## config.mk

```make
export PLATFORM = sky130hd
export DESIGN_NAME = sync_length_frame_deframer_unit_flat
export DESIGN_NICKNAME = d
export VERILOG_FILES = /design/src/rtl/core/slfd_pkg.sv /design/src/rtl/core/slfd_if.sv /design/src/rtl/core/slfd_csr.sv /design/src/rtl/core/slfd_in_stage.sv /design/src/rtl/core/slfd_frame_fsm.sv /design/src/rtl/core/sync_length_frame_deframer_unit.sv /design/src/flat_wrapper.sv
export SDC_FILE = /design/constraint.sdc
export NUM_CORES = 1
export LEC_CHECK = 0
export ABC_AREA = 1
export BUFFER_PORTS_ARGS = -buffer_cell sky130_fd_sc_hd__buf_2
export CAP_MARGIN = 10
export CORE_MARGIN = 2
export CORE_UTILIZATION = 56
export CTS_CLUSTER_DIAMETER = 80
export CTS_CLUSTER_SIZE = 8
export DETAILED_ROUTE_END_ITERATION = 7
export PLACE_DENSITY = 0.79
export SYNTH_ARGS = -nofsm -noshare
export SYNTH_HDL_FRONTEND = slang
export SYNTH_SLANG_ARGS = --single-unit
```

## constraint.sdc

```tcl
create_clock -name clock -period 1.98 [get_ports clock]
set_input_delay 0.396 -clock clock [delete_from_list [all_inputs] [get_ports clock]]
set_output_delay 0.396 -clock clock [all_outputs]
set_load 0.05 [all_outputs]
```

## src/rtl/core/slfd_pkg.sv

```systemverilog
// ---------------------------------------------------------------------------
// slfd_pkg
// Shared types and constants for the sync/length frame deframer.
// ---------------------------------------------------------------------------
package slfd_pkg;

   localparam int unsigned BYTE_W     = 8;
   localparam int unsigned CSR_IDX_W  = 1;
   localparam int unsigned CSR_DATA_W = 8;

   // register indexes
   localparam logic [CSR_IDX_W-1:0] CSR_FIRST_SYNC  = 1'b0;
   localparam logic [CSR_IDX_W-1:0] CSR_SECOND_SYNC = 1'b1;

   // register reset values
   localparam logic [BYTE_W-1:0] FIRST_SYNC_RST  = 8'hBC;
   localparam logic [BYTE_W-1:0] SECOND_SYNC_RST = 8'hAC;

   // result kinds
   localparam logic KIND_PAYLOAD = 1'b0;
   localparam logic KIND_END     = 1'b1;

   // parser phases
   localparam logic [1:0] PH_HUNT    = 2'd0;
   localparam logic [1:0] PH_LENGTH  = 2'd1;
   localparam logic [1:0] PH_PAYLOAD = 2'd2;
   localparam logic [1:0] PH_TRAILER = 2'd3;

   typedef struct packed {
      logic [BYTE_W-1:0] first_sync;
      logic [BYTE_W-1:0] second_sync;
   } sync_cfg_type;

   typedef struct packed {
      logic              valid;
      logic [BYTE_W-1:0] rx_byte;
   } in_beat_type;

endpackage

```

## src/rtl/core/slfd_if.sv

```systemverilog
// ---------------------------------------------------------------------------
// slfd channel interfaces
// Valid/ready byte channel in, result channel out.
// ---------------------------------------------------------------------------
interface slfd_req_if;
   logic       valid;
   logic       ready;
   logic [7:0] rx_byte;

   modport source (output valid, output rx_byte, input ready);
   modport sink   (input valid, input rx_byte, output ready);
endinterface

interface slfd_rsp_if;
   logic       valid;
   logic       ready;
   logic       item_kind;
   logic [7:0] data_byte;
   logic       frame_ok;
   logic [7:0] frame_length;

   modport source (output valid, output item_kind, output data_byte,
                   output frame_ok, output frame_length, input ready);
   modport sink   (input valid, input item_kind, input data_byte,
                   input frame_ok, input frame_length, output ready);
endinterface

```

## src/rtl/core/slfd_csr.sv

```systemverilog
// ---------------------------------------------------------------------------
// slfd_csr
// Sync byte registers, written through the plain write port.
// ---------------------------------------------------------------------------
module slfd_csr
   import slfd_pkg::*;
(
   input  logic                  clock,
   input  logic                  reset,
   input  logic                  csr_wr_en,
   input  logic [CSR_IDX_W-1:0]  csr_index,
   input  logic [CSR_DATA_W-1:0] csr_wr_data,
   output sync_cfg_type          cfg
);

   sync_cfg_type cfg_ff, cfg_in;

   always_comb begin
      cfg_in = cfg_ff;
      if (csr_wr_en) begin
         unique case (csr_index)
            CSR_FIRST_SYNC:  cfg_in.first_sync  = csr_wr_data[BYTE_W-1:0];
            CSR_SECOND_SYNC: cfg_in.second_sync = csr_wr_data[BYTE_W-1:0];
            default:         cfg_in = cfg_ff;
         endcase
      end
   end

   always_ff @(posedge clock) begin
      if (reset) begin
         cfg_ff.first_sync  <= FIRST_SYNC_RST;
         cfg_ff.second_sync <= SECOND_SYNC_RST;
      end else begin
         cfg_ff <= cfg_in;
      end
   end

   assign cfg = cfg_ff;

endmodule

```

## src/rtl/core/slfd_in_stage.sv

```systemverilog
// ---------------------------------------------------------------------------
// slfd_in_stage
// Input register: holds one received beat until the parser takes it.
// ---------------------------------------------------------------------------
module slfd_in_stage
   import slfd_pkg::*;
(
   input  logic         clock,
   input  logic         reset,
   slfd_req_if.sink     req_chan,
   input  logic         take_ok,
   output in_beat_type  beat
);

   logic              valid_ff, valid_in;
   logic [BYTE_W-1:0] byte_ff, byte_in;
   logic              accept;

   assign req_chan.ready = !valid_ff || take_ok;
   assign accept         = req_chan.valid && req_chan.ready;

   always_comb begin
      valid_in = valid_ff;
      byte_in  = byte_ff;
      if (accept) begin
         valid_in = 1'b1;
         byte_in  = req_chan.rx_byte;
      end else if (take_ok) begin
         valid_in = 1'b0;
      end
   end

   always_ff @(posedge clock) begin
      if (reset) begin
         valid_ff <= 1'b0;
      end else begin
         valid_ff <= valid_in;
      end
   end

   always_ff @(posedge clock) begin
      byte_ff <= byte_in;
   end

   assign beat.valid   = valid_ff;
   assign beat.rx_byte = byte_ff;

endmodule

```

## src/rtl/core/slfd_frame_fsm.sv

```systemverilog
// ---------------------------------------------------------------------------
// slfd_frame_fsm
// Frame parser and result register: sync hunt, length, payload, trailer.
// ---------------------------------------------------------------------------
module slfd_frame_fsm
   import slfd_pkg::*;
(
   input  logic          clock,
   input  logic          reset,
   input  in_beat_type   beat,
   input  sync_cfg_type  cfg,
   output logic          take_ok,
   slfd_rsp_if.source    rsp_chan
);

   logic [1:0]        phase_ff, phase_in;
   logic              first_seen_ff, first_seen_in;
   logic [BYTE_W-1:0] remaining_ff, remaining_in;
   logic [BYTE_W-1:0] exp_len_ff, exp_len_in;

   logic              out_valid_ff, out_valid_in;
   logic              kind_ff, kind_in;
   logic [BYTE_W-1:0] data_ff, data_in;
   logic              ok_ff, ok_in;
   logic [BYTE_W-1:0] len_ff, len_in;

   logic              out_free;
   logic              take;
   logic              emit;
   logic [BYTE_W-1:0] b;
   logic [BYTE_W-1:0] rem_dec;

   assign out_free = !out_valid_ff || rsp_chan.ready;
   assign take_ok  = out_free;
   assign take     = beat.valid && out_free;
   assign b        = beat.rx_byte;
   assign rem_dec  = remaining_ff - BYTE_W'(1);

   always_comb begin
      phase_in      = phase_ff;
      first_seen_in = first_seen_ff;
      remaining_in  = remaining_ff;
      exp_len_in    = exp_len_ff;
      emit          = 1'b0;
      kind_in       = KIND_PAYLOAD;
      data_in       = '0;
      ok_in         = 1'b0;
      len_in        = '0;
      if (take) begin
         unique case (phase_ff)
            PH_HUNT: begin
               // marker completion wins over re-arming on a first sync
               if (first_seen_ff && b == cfg.second_sync) begin
                  first_seen_in = 1'b0;
                  phase_in      = PH_LENGTH;
               end else begin
                  first_seen_in = (b == cfg.first_sync);
               end
            end
            PH_LENGTH: begin
               if (b == '0) begin
                  phase_in      = PH_HUNT;
                  first_seen_in = 1'b0;
               end else begin
                  exp_len_in   = b;
                  remaining_in = b;
                  phase_in     = PH_PAYLOAD;
               end
            end
            PH_PAYLOAD: begin
               remaining_in = rem_dec;
               if (rem_dec == '0) begin
                  phase_in = PH_TRAILER;
               end
               emit    = 1'b1;
               data_in = b;
            end
            PH_TRAILER: begin
               emit          = 1'b1;
               kind_in       = KIND_END;
               ok_in         = (b == cfg.second_sync);
               len_in        = exp_len_ff;
               phase_in      = PH_HUNT;
               first_seen_in = 1'b0;
               remaining_in  = '0;
               exp_len_in    = '0;
            end
            default: phase_in = PH_HUNT;
         endcase
      end
   end

   always_comb begin
      out_valid_in = out_valid_ff;
      if (out_free) begin
         out_valid_in = take && emit;
      end
   end

   always_ff @(posedge clock) begin
      if (reset) begin
         phase_ff      <= PH_HUNT;
         first_seen_ff <= 1'b0;
         remaining_ff  <= '0;
         exp_len_ff    <= '0;
         out_valid_ff  <= 1'b0;
      end else begin
         phase_ff      <= phase_in;
         first_seen_ff <= first_seen_in;
         remaining_ff  <= remaining_in;
         exp_len_ff    <= exp_len_in;
         out_valid_ff  <= out_valid_in;
      end
   end

   always_ff @(posedge clock) begin
      if (out_free) begin
         kind_ff <= kind_in;
         data_ff <= data_in;
         ok_ff   <= ok_in;
         len_ff  <= len_in;
      end
   end

   assign rsp_chan.valid        = out_valid_ff;
   assign rsp_chan.item_kind    = kind_ff;
   assign rsp_chan.data_byte    = data_ff;
   assign rsp_chan.frame_ok     = ok_ff;
   assign rsp_chan.frame_length = len_ff;

   a_payload_fields: assert property (@(posedge clock) disable iff (reset)
      out_valid_ff && kind_ff == KIND_PAYLOAD |-> !ok_ff && len_ff == '0)
      else $error("payload beat carries end-of-frame fields");

   a_end_fields: assert property (@(posedge clock) disable iff (reset)
      out_valid_ff && kind_ff == KIND_END |-> data_ff == '0 && len_ff != '0)
      else $error("end beat with data or zero length");

   a_payload_emits: assert property (@(posedge clock) disable iff (reset)
      take && phase_ff == PH_PAYLOAD |=> out_valid_ff && kind_ff == KIND_PAYLOAD)
      else $error("payload byte did not reach the result register");

   a_length_load: assert property (@(posedge clock) disable iff (reset)
      take && phase_ff == PH_LENGTH && b != '0
      |=> phase_ff == PH_PAYLOAD && remaining_ff == exp_len_ff
          && remaining_ff == $past(b))
      else $error("length byte not loaded");

   a_hunt_silent: assert property (@(posedge clock) disable iff (reset)
      take && (phase_ff == PH_HUNT || phase_ff == PH_LENGTH) |=> !out_valid_ff)
      else $error("result emitted outside payload or trailer");

endmodule

```

## src/rtl/core/sync_length_frame_deframer_unit.sv

```systemverilog
// ---------------------------------------------------------------------------
// sync_length_frame_deframer_unit
// Hunts two sync bytes, reads a length byte, passes the payload and checks
// the trailer against the second sync byte.
// ---------------------------------------------------------------------------
//  channel   dir  beat contents
//  req_chan  in   rx_byte
//  rsp_chan  out  item_kind, data_byte, frame_ok, frame_length
//  csr_*     in   write enable, index, 8-bit data (0 first sync, 1 second)
//
//  One byte per cycle sustained while rsp_chan is ready; input register,
//  parser, result register. A payload or end beat passes the input
//  register and then the result register before it appears on rsp_chan.
//  Synchronous active-high reset: back to hunting, sync bytes 0xBC / 0xAC.
//  A stalled rsp_chan holds its beat; the input register keeps one more byte
//  and req_chan.ready drops only while both are full.
// ---------------------------------------------------------------------------
module sync_length_frame_deframer_unit
   import slfd_pkg::*;
(
   input  logic                  clock,
   input  logic                  reset,
   slfd_req_if.sink              req_chan,
   slfd_rsp_if.source            rsp_chan,
   input  logic                  csr_wr_en,
   input  logic [CSR_IDX_W-1:0]  csr_index,
   input  logic [CSR_DATA_W-1:0] csr_wr_data
);

   sync_cfg_type cfg;
   in_beat_type  beat;
   logic         take_ok;

   slfd_csr u_csr (
      .clock       (clock),
      .reset       (reset),
      .csr_wr_en   (csr_wr_en),
      .csr_index   (csr_index),
      .csr_wr_data (csr_wr_data),
      .cfg         (cfg)
   );

   slfd_in_stage u_in_stage (
      .clock    (clock),
      .reset    (reset),
      .req_chan (req_chan),
      .take_ok  (take_ok),
      .beat     (beat)
   );

   slfd_frame_fsm u_frame_fsm (
      .clock    (clock),
      .reset    (reset),
      .beat     (beat),
      .cfg      (cfg),
      .take_ok  (take_ok),
      .rsp_chan (rsp_chan)
   );

endmodule
```

## src/flat_wrapper.sv

```systemverilog
// flat-port wrapper written by rule: the top's interface ports become plain ports
module sync_length_frame_deframer_unit_flat import slfd_pkg::*;
  (clock, reset, csr_wr_en, csr_index, csr_wr_data, req_chan_valid, req_chan_rx_byte, req_chan_ready, rsp_chan_valid, rsp_chan_item_kind, rsp_chan_data_byte, rsp_chan_frame_ok, rsp_chan_frame_length, rsp_chan_ready);
  slfd_req_if req_chan_i ();
  slfd_rsp_if rsp_chan_i ();
  input  logic clock;
  input  logic reset;
  input  logic csr_wr_en;
  input  logic [CSR_IDX_W-1:0] csr_index;
  input  logic [CSR_DATA_W-1:0] csr_wr_data;
  input wire logic [$bits(req_chan_i.valid)-1:0] req_chan_valid;
  input wire logic [$bits(req_chan_i.rx_byte)-1:0] req_chan_rx_byte;
  output wire logic [$bits(req_chan_i.ready)-1:0] req_chan_ready;
  output wire logic [$bits(rsp_chan_i.valid)-1:0] rsp_chan_valid;
  output wire logic [$bits(rsp_chan_i.item_kind)-1:0] rsp_chan_item_kind;
  output wire logic [$bits(rsp_chan_i.data_byte)-1:0] rsp_chan_data_byte;
  output wire logic [$bits(rsp_chan_i.frame_ok)-1:0] rsp_chan_frame_ok;
  output wire logic [$bits(rsp_chan_i.frame_length)-1:0] rsp_chan_frame_length;
  input wire logic [$bits(rsp_chan_i.ready)-1:0] rsp_chan_ready;
  assign req_chan_i.valid = req_chan_valid;
  assign req_chan_i.rx_byte = req_chan_rx_byte;
  assign req_chan_ready = req_chan_i.ready;
  assign rsp_chan_valid = rsp_chan_i.valid;
  assign rsp_chan_item_kind = rsp_chan_i.item_kind;
  assign rsp_chan_data_byte = rsp_chan_i.data_byte;
  assign rsp_chan_frame_ok = rsp_chan_i.frame_ok;
  assign rsp_chan_frame_length = rsp_chan_i.frame_length;
  assign rsp_chan_i.ready = rsp_chan_ready;
  sync_length_frame_deframer_unit u_core (.clock(clock), .reset(reset), .req_chan(req_chan_i), .rsp_chan(rsp_chan_i), .csr_wr_en(csr_wr_en), .csr_index(csr_index), .csr_wr_data(csr_wr_data));
endmodule
```

### After elaboration in Yosys (flattened, before gate mapping)

Cells that the tools add are included.

* flip-flop bits (word level): 63
* bits of input ports: 22
* word-level logic and storage cells: 63

* $add $sub $neg: 1
* equal/unequal tests: 9
* muxes and demuxes: 15
* bitwise operators: 1
* reductions and logical operators: 24

Operators with widths (number)
* $pmux 8 s3: 1
* $eq 8x8->1: 2
* $logic_not 8->1: 2
* $pmux 8 s2: 1
* $reduce_and 3->1: 4
* $mux 8: 1
* $ne 2x2->1 const B: 4
* $pmux 2 s4: 1
* $reduce_and 2->1: 4
* $sub 8x1->8 const B: 1
* $mux 1: 7
* $mux 2: 3
* $reduce_bool 3->1: 2
* $eq 2x2->1 const B: 2
* $logic_and 1x1->1: 4
* $reduce_bool 2->1: 2
* $pmux 1 s3: 1
* $eq 2x1->1 const B: 1
* $logic_not 1->1: 2
* $logic_not 2->1: 1
* $logic_or 1x1->1: 2
* $reduce_or 2->1: 1
* $not 1->1: 1

### Longest topological paths before layout

* depth after elaboration: 5
* depth in mapped cells: 13

### Cells and area by module

From an unflattened synthesis, not the netlist that was laid out.

* cell total of the unflattened synthesis: 354
* area, all modules: 2855.2 um^2

By module, submodules not included
* slfd_frame_fsm: instances 1, cells an instance 260, area an instance 1966.9 um^2, sequential area each 940.9 um^2
* slfd_csr: instances 1, cells an instance 79, area an instance 593.1 um^2, sequential area each 320.3 um^2
* slfd_in_stage: instances 1, cells an instance 15, area an instance 295.3 um^2, sequential area each 260.2 um^2

### Worst setup path before layout

OpenSTA, ideal clock, no wires.

* path kind: reg-to-reg
* start: register u_core.u_frame_fsm.out_valid_ff (netlist: u_core.u_frame_fsm.rsp_chan.valid)
* end: register u_core.u_frame_fsm.remaining_ff[7]
* library setup time: 0.117 ns
* arrival time: 1.985 ns
* path slack: -0.121 ns
* stages on the path, launching flop included: 11
* path buffers: 1
* period minus slack after synthesis: 2.101 ns
* cell sequence: dfxtp_1 -> nand2_1 -> nand2_1 -> inv_1 -> nand2_1 -> nand2_2 -> nand2_2 -> buf_6 -> nand2_1 -> nand2_1 -> a21oi_2

* cells in the longest elaborated chain, start to end: 4

Ends and longest elaborated chain
* from (decl): RTL line slfd_frame_fsm.sv:21 `logic out_valid_ff, out_valid_in;`
* from (signal assigned): RTL line slfd_frame_fsm.sv:112 `out_valid_ff <= out_valid_in;`
* $logic_not 1->1: RTL line slfd_frame_fsm.sv:33 `assign out_free = !out_valid_ff || rsp_chan.ready;`
* $logic_or 1x1->1: RTL line slfd_frame_fsm.sv:33
* net u_core.take_ok: RTL line sync_length_frame_deframer_unit.sv:32 `logic take_ok;`
* $logic_and 1x1->1: RTL line slfd_frame_fsm.sv:35 `assign take = beat.valid && out_free;`
* $reduce_and 3->1 (no source line)
* to (signal assigned): RTL line slfd_frame_fsm.sv:110 `remaining_ff <= remaining_in;`
* to (decl): RTL line slfd_frame_fsm.sv:18 `logic [BYTE_W-1:0] remaining_ff, remaining_in;`

The timed path passes the listed nets, and every way through them passes these cells.
A chain may end at the register's enable or synchronous reset.

### Final worst setup path

* start: register u_core.u_frame_fsm.remaining_ff[0]
* end: register u_core.u_frame_fsm.phase_ff[0]

* cells in the longest elaborated chain, start to end: 4

Ends and longest elaborated chain
* $sub 8x1->8: RTL line slfd_frame_fsm.sv:37 `assign rem_dec = remaining_ff - BYTE_W'(1);`
* $logic_not 8->1: RTL line slfd_frame_fsm.sv:72 `if (rem_dec == '0) begin`
* $ne 2x2->1 (no source line)
* $reduce_and 3->1 (no source line)
* to (signal assigned): RTL line slfd_frame_fsm.sv:108 `phase_ff <= phase_in;`
* to (decl): RTL line slfd_frame_fsm.sv:16 `logic [1:0] phase_ff, phase_in;`

No other way between the ends.

==> results_dict.tcl <==
set metrics [dict create \
    rows 25 \
    port_buffers 41 \
    ant_nets 0 \
    area_growth_pct 17.8 \
    gp_congestion 0.967 \
    root_buffer "clkbuf_8" \
    syn_nets 355 \
    grt_setup_unrepaired "false" \
    synth-seq-cells 63 \
    fp.dieW_um 74.3 \
    timing.rr.end "u_core.u_frame_fsm.phase_ff[0]" \
    overflow 0 \
    multiInputGateArea_mm2 0.00104 \
    min_period_ns 1.67 \
    required_ns 2.25 \
    cts_resized 0 \
    cts-htree-levels 3 \
    worst_ep_arrival_time_ns 1.94 \
    dp_cells 438 \
    finalMaxSlewViolations 0 \
    crit_end "u_core.u_frame_fsm.phase_ff[0]" \
    numClockSinks 63 \
    finalNetCount 406 \
    relSlewSlack_pct 78.6 \
    vias 2341 \
    grt_usage_pct 24.4 \
    syn_inst 331 \
    cpMostUsedCell "nand2_1" \
    routed_via_density 5.16 \
    ys_seq_area_share_pct 55.0 \
    cp_max_fo 5 \
    hold_ws_ns 0.226 \
    finalCritPeriodShare_pct 84.3 \
    ios 42 \
    clock_path_buffers 2 \
    die_area_mm2 0.00552 \
    cts_tree "yes" \
    worst_path_max_delay_cell "dfxtp_1" \
    pwr_density_cell_mw_per_mm2 818 \
    yosys-top-cells-area "edfxtp_1, dfxtp_1, nand2_1, nor2_1, inv_1" \
    grt_max_degree 31 \
    status "completed" \
    initial_core_util_pct 58.2 \
    fmax_ghz 0.599 \
    syn_area_mm2 0.00277 \
    synth_top_cell_by_area "edfxtp_1" \
    cts_setup_buffers 0 \
    drive_gt1_share_pct 20.4 \
    avgSynthCellArea_um2 8.36 \
    insertedDiodeCount 0 \
    area.sequential_mm2 0.00152 \
    wl_um 5920 \
    tightest_slew_ns 0.320 \
    final_cells 454 \
    finalHoldViolCount 0 \
    setup_viol 0 \
    peakVddDrop_mv 0.546 \
    drc 0 \
    final_util_pct 68.6 \
    wl_per_cell_um 13.0 \
    critPathCaptureType "flip-flop" \
    critPathMaxStageDelay_ns 0.33 \
    die_y_um 74.3 \
    firstDrtPassIters 4 \
    grt_pass1_wl_um 9870 \
    rr_worst_depth 12 \
    grt_pass1_vias 2156 \
    netlist-cell-type-count 26 \
    regToRegStartpoint "u_core.u_frame_fsm.remaining_ff[0]" \
    ctsHoldBuffers 0 \
    clk_latency_ns 0.34 \
    reg2reg_slack_ns 0.31 \
    drtIter0Drc 148 \
    yosys_warnings 0 \
    p_leak_nw 1.48 \
    dpl.hpwl_um 4380 \
    cp_cell_sequence "inv_1 > ha_1 > inv_1 > nor2_1 > nand2_1 > o21ai_0 > nand2_1 > nor2_1 > nand2_1 > nand2_1 > nand2_1 > a21oi_1" \
    antenna_found_initial 0 \
    clock_skew_ns 0.00584 \
    hold_path.class "primary input to flip-flop" \
    startpoint "u_core.u_frame_fsm.remaining_ff[0]" \
    setup_tns_ns 0 \
    crit_path_start_kind "flip-flop" \
    cts_buffers 9 \
    path_clk_slew_ns 0.07 \
    coreArea_mm2 0.00475 \
    yosysTopAreaCellShare_pct 28.2 \
    criticalPathCategory "flip-flop to flip-flop" \
    cap_violations 0 \
    fill_cells 422 \
]
==> cell type report <==
| type | instances | share of cell area [%] |
|---|---|---|
| sequential | 63 | 46.7 |
| multi-input combinational | 215 | 31.9 |
| clock buffer | 10 | 3.92 |
| timing repair buffer | 48 | 7.91 |
| inverter | 45 | 5.18 |
| clock inverter | 6 | 1.88 |
| tap | 67 | 2.57 |
==> synthesized netlist by cell type (all sizes together) <==
cell     instances
dfxtp           37
nor2            55
inv             45
clkbuf           5
ha               2
nand3           14
nand4            3
buf              3
a21oi           29
edfxtp          26
o22ai            5
nand2           66
or2              1
nand3b           1
o211ai           5
xor2             2
o21ai           22
o2111ai          1
xnor2            9
==> per-stage QoR <==
step	setup slack (ns)	area, um2	power [mW]
after global routing	0.0572	3260	2.75
after detailed placement	0.343	3070	1.62
after floorplan	0.0775	2770	1.55
after CTS	0.321	3260	2.69
after global placement	0.337	3070	1.62
final	0.311	3260	2.67
==> cell usage in the layout, fill, tap and decap left out, drive strengths merged <==
master | synthesis | layout
or2 | 1 | 1
o21ai | 22 | 22
inv | 45 | 45
a21oi | 29 | 29
o22ai | 5 | 5
edfxtp | 26 | 26
nand3 | 14 | 14
xor2 | 2 | 2
xnor2 | 9 | 9
o211ai | 5 | 5
o2111ai | 1 | 1
buf | 3 | 48
bufinv | 0 | 1
nor2 | 55 | 55
nand3b | 1 | 1
ha | 2 | 2
dfxtp | 37 | 37
nand4 | 3 | 3
clkinvlp | 0 | 1
clkinv | 0 | 4
nand2 | 66 | 66
clkbuf | 5 | 10
==> logic make-up (layout without fill, tap and decap cells) <==
group                    Yosys count  count (layout)  share of synthesized area, %
AO/OA/AOI/OAI                     62              62                          12.3
buffers and inverters             53             109                          7.55
adder cells (fa/ha/maj)            2               2                         0.904
XOR/XNOR                          11              11                          3.48
AND/OR/NAND/NOR                  140             140                          20.8
flip-flops                        63              63                          55.0
==> worst min path at each step <==
stage	from	end	slack, ns	cells after the start
finish	req_chan_rx_byte[1]	u_core.u_in_stage.byte_ff[1]	0.23	1
global placement	u_core.u_csr.cfg[14]	u_core.u_csr.cfg[14]	0.46	2
floorplan	u_core.u_csr.cfg[0]	u_core.u_csr.cfg[0]	0.44	2
CTS	req_chan_rx_byte[1]	u_core.u_in_stage.byte_ff[1]	0.21	1
detailed placement	u_core.u_csr.cfg[0]	u_core.u_csr.cfg[0]	0.47	2
global route	req_chan_rx_byte[1]	u_core.u_in_stage.byte_ff[1]	0.21	1
==> report_power, final <==
| part | internal (mW) | switching [mW] | total [mW] |
|---|---|---|---|
| Clock | 0.576 | 0.498 | 1.07 |
| Combinational | 0.0741 | 0.103 | 0.177 |
| Sequential | 1.38 | 0.0317 | 1.41 |
==> worst max-delay path: cells and delay by family, from the launching register on <==
kind	cells	cell delay, ns
buf+inv	2	0.20
flops	1	0.33
simple gates	7	0.59
fa+ha+maj	1	0.20
compound gates	2	0.28
==> sequential cells by signal (all words and copies together), names as in the netlist, 8 cells and up, named ones only <==
| name | count |
|---|---|
| u_core.u_frame_fsm.rsp_chan.frame_length | 8 |
| u_core.u_frame_fsm.remaining_ff | 8 |
| u_core.u_frame_fsm.exp_len_ff | 8 |
| u_core.u_in_stage.byte_ff | 8 |
| u_core.u_frame_fsm.rsp_chan.data_byte | 8 |
| u_core.u_csr.cfg | 16 |
==> layer usage <==
metal / wire (um) / GRT usage [%] / vias to the layer above / share of wire, %
met5: 0 / 0 / - / 0
met3: 406 / 4.88 / 13 / 6.9
met4: 146 / 14.5 / 0 / 2.5
met2: 2800 / 38.3 / 78 / 47
met1: 2570 / 31.3 / 1069 / 43
li1: - / - / 1181 / -
Power figures use the tool's default switching activity.
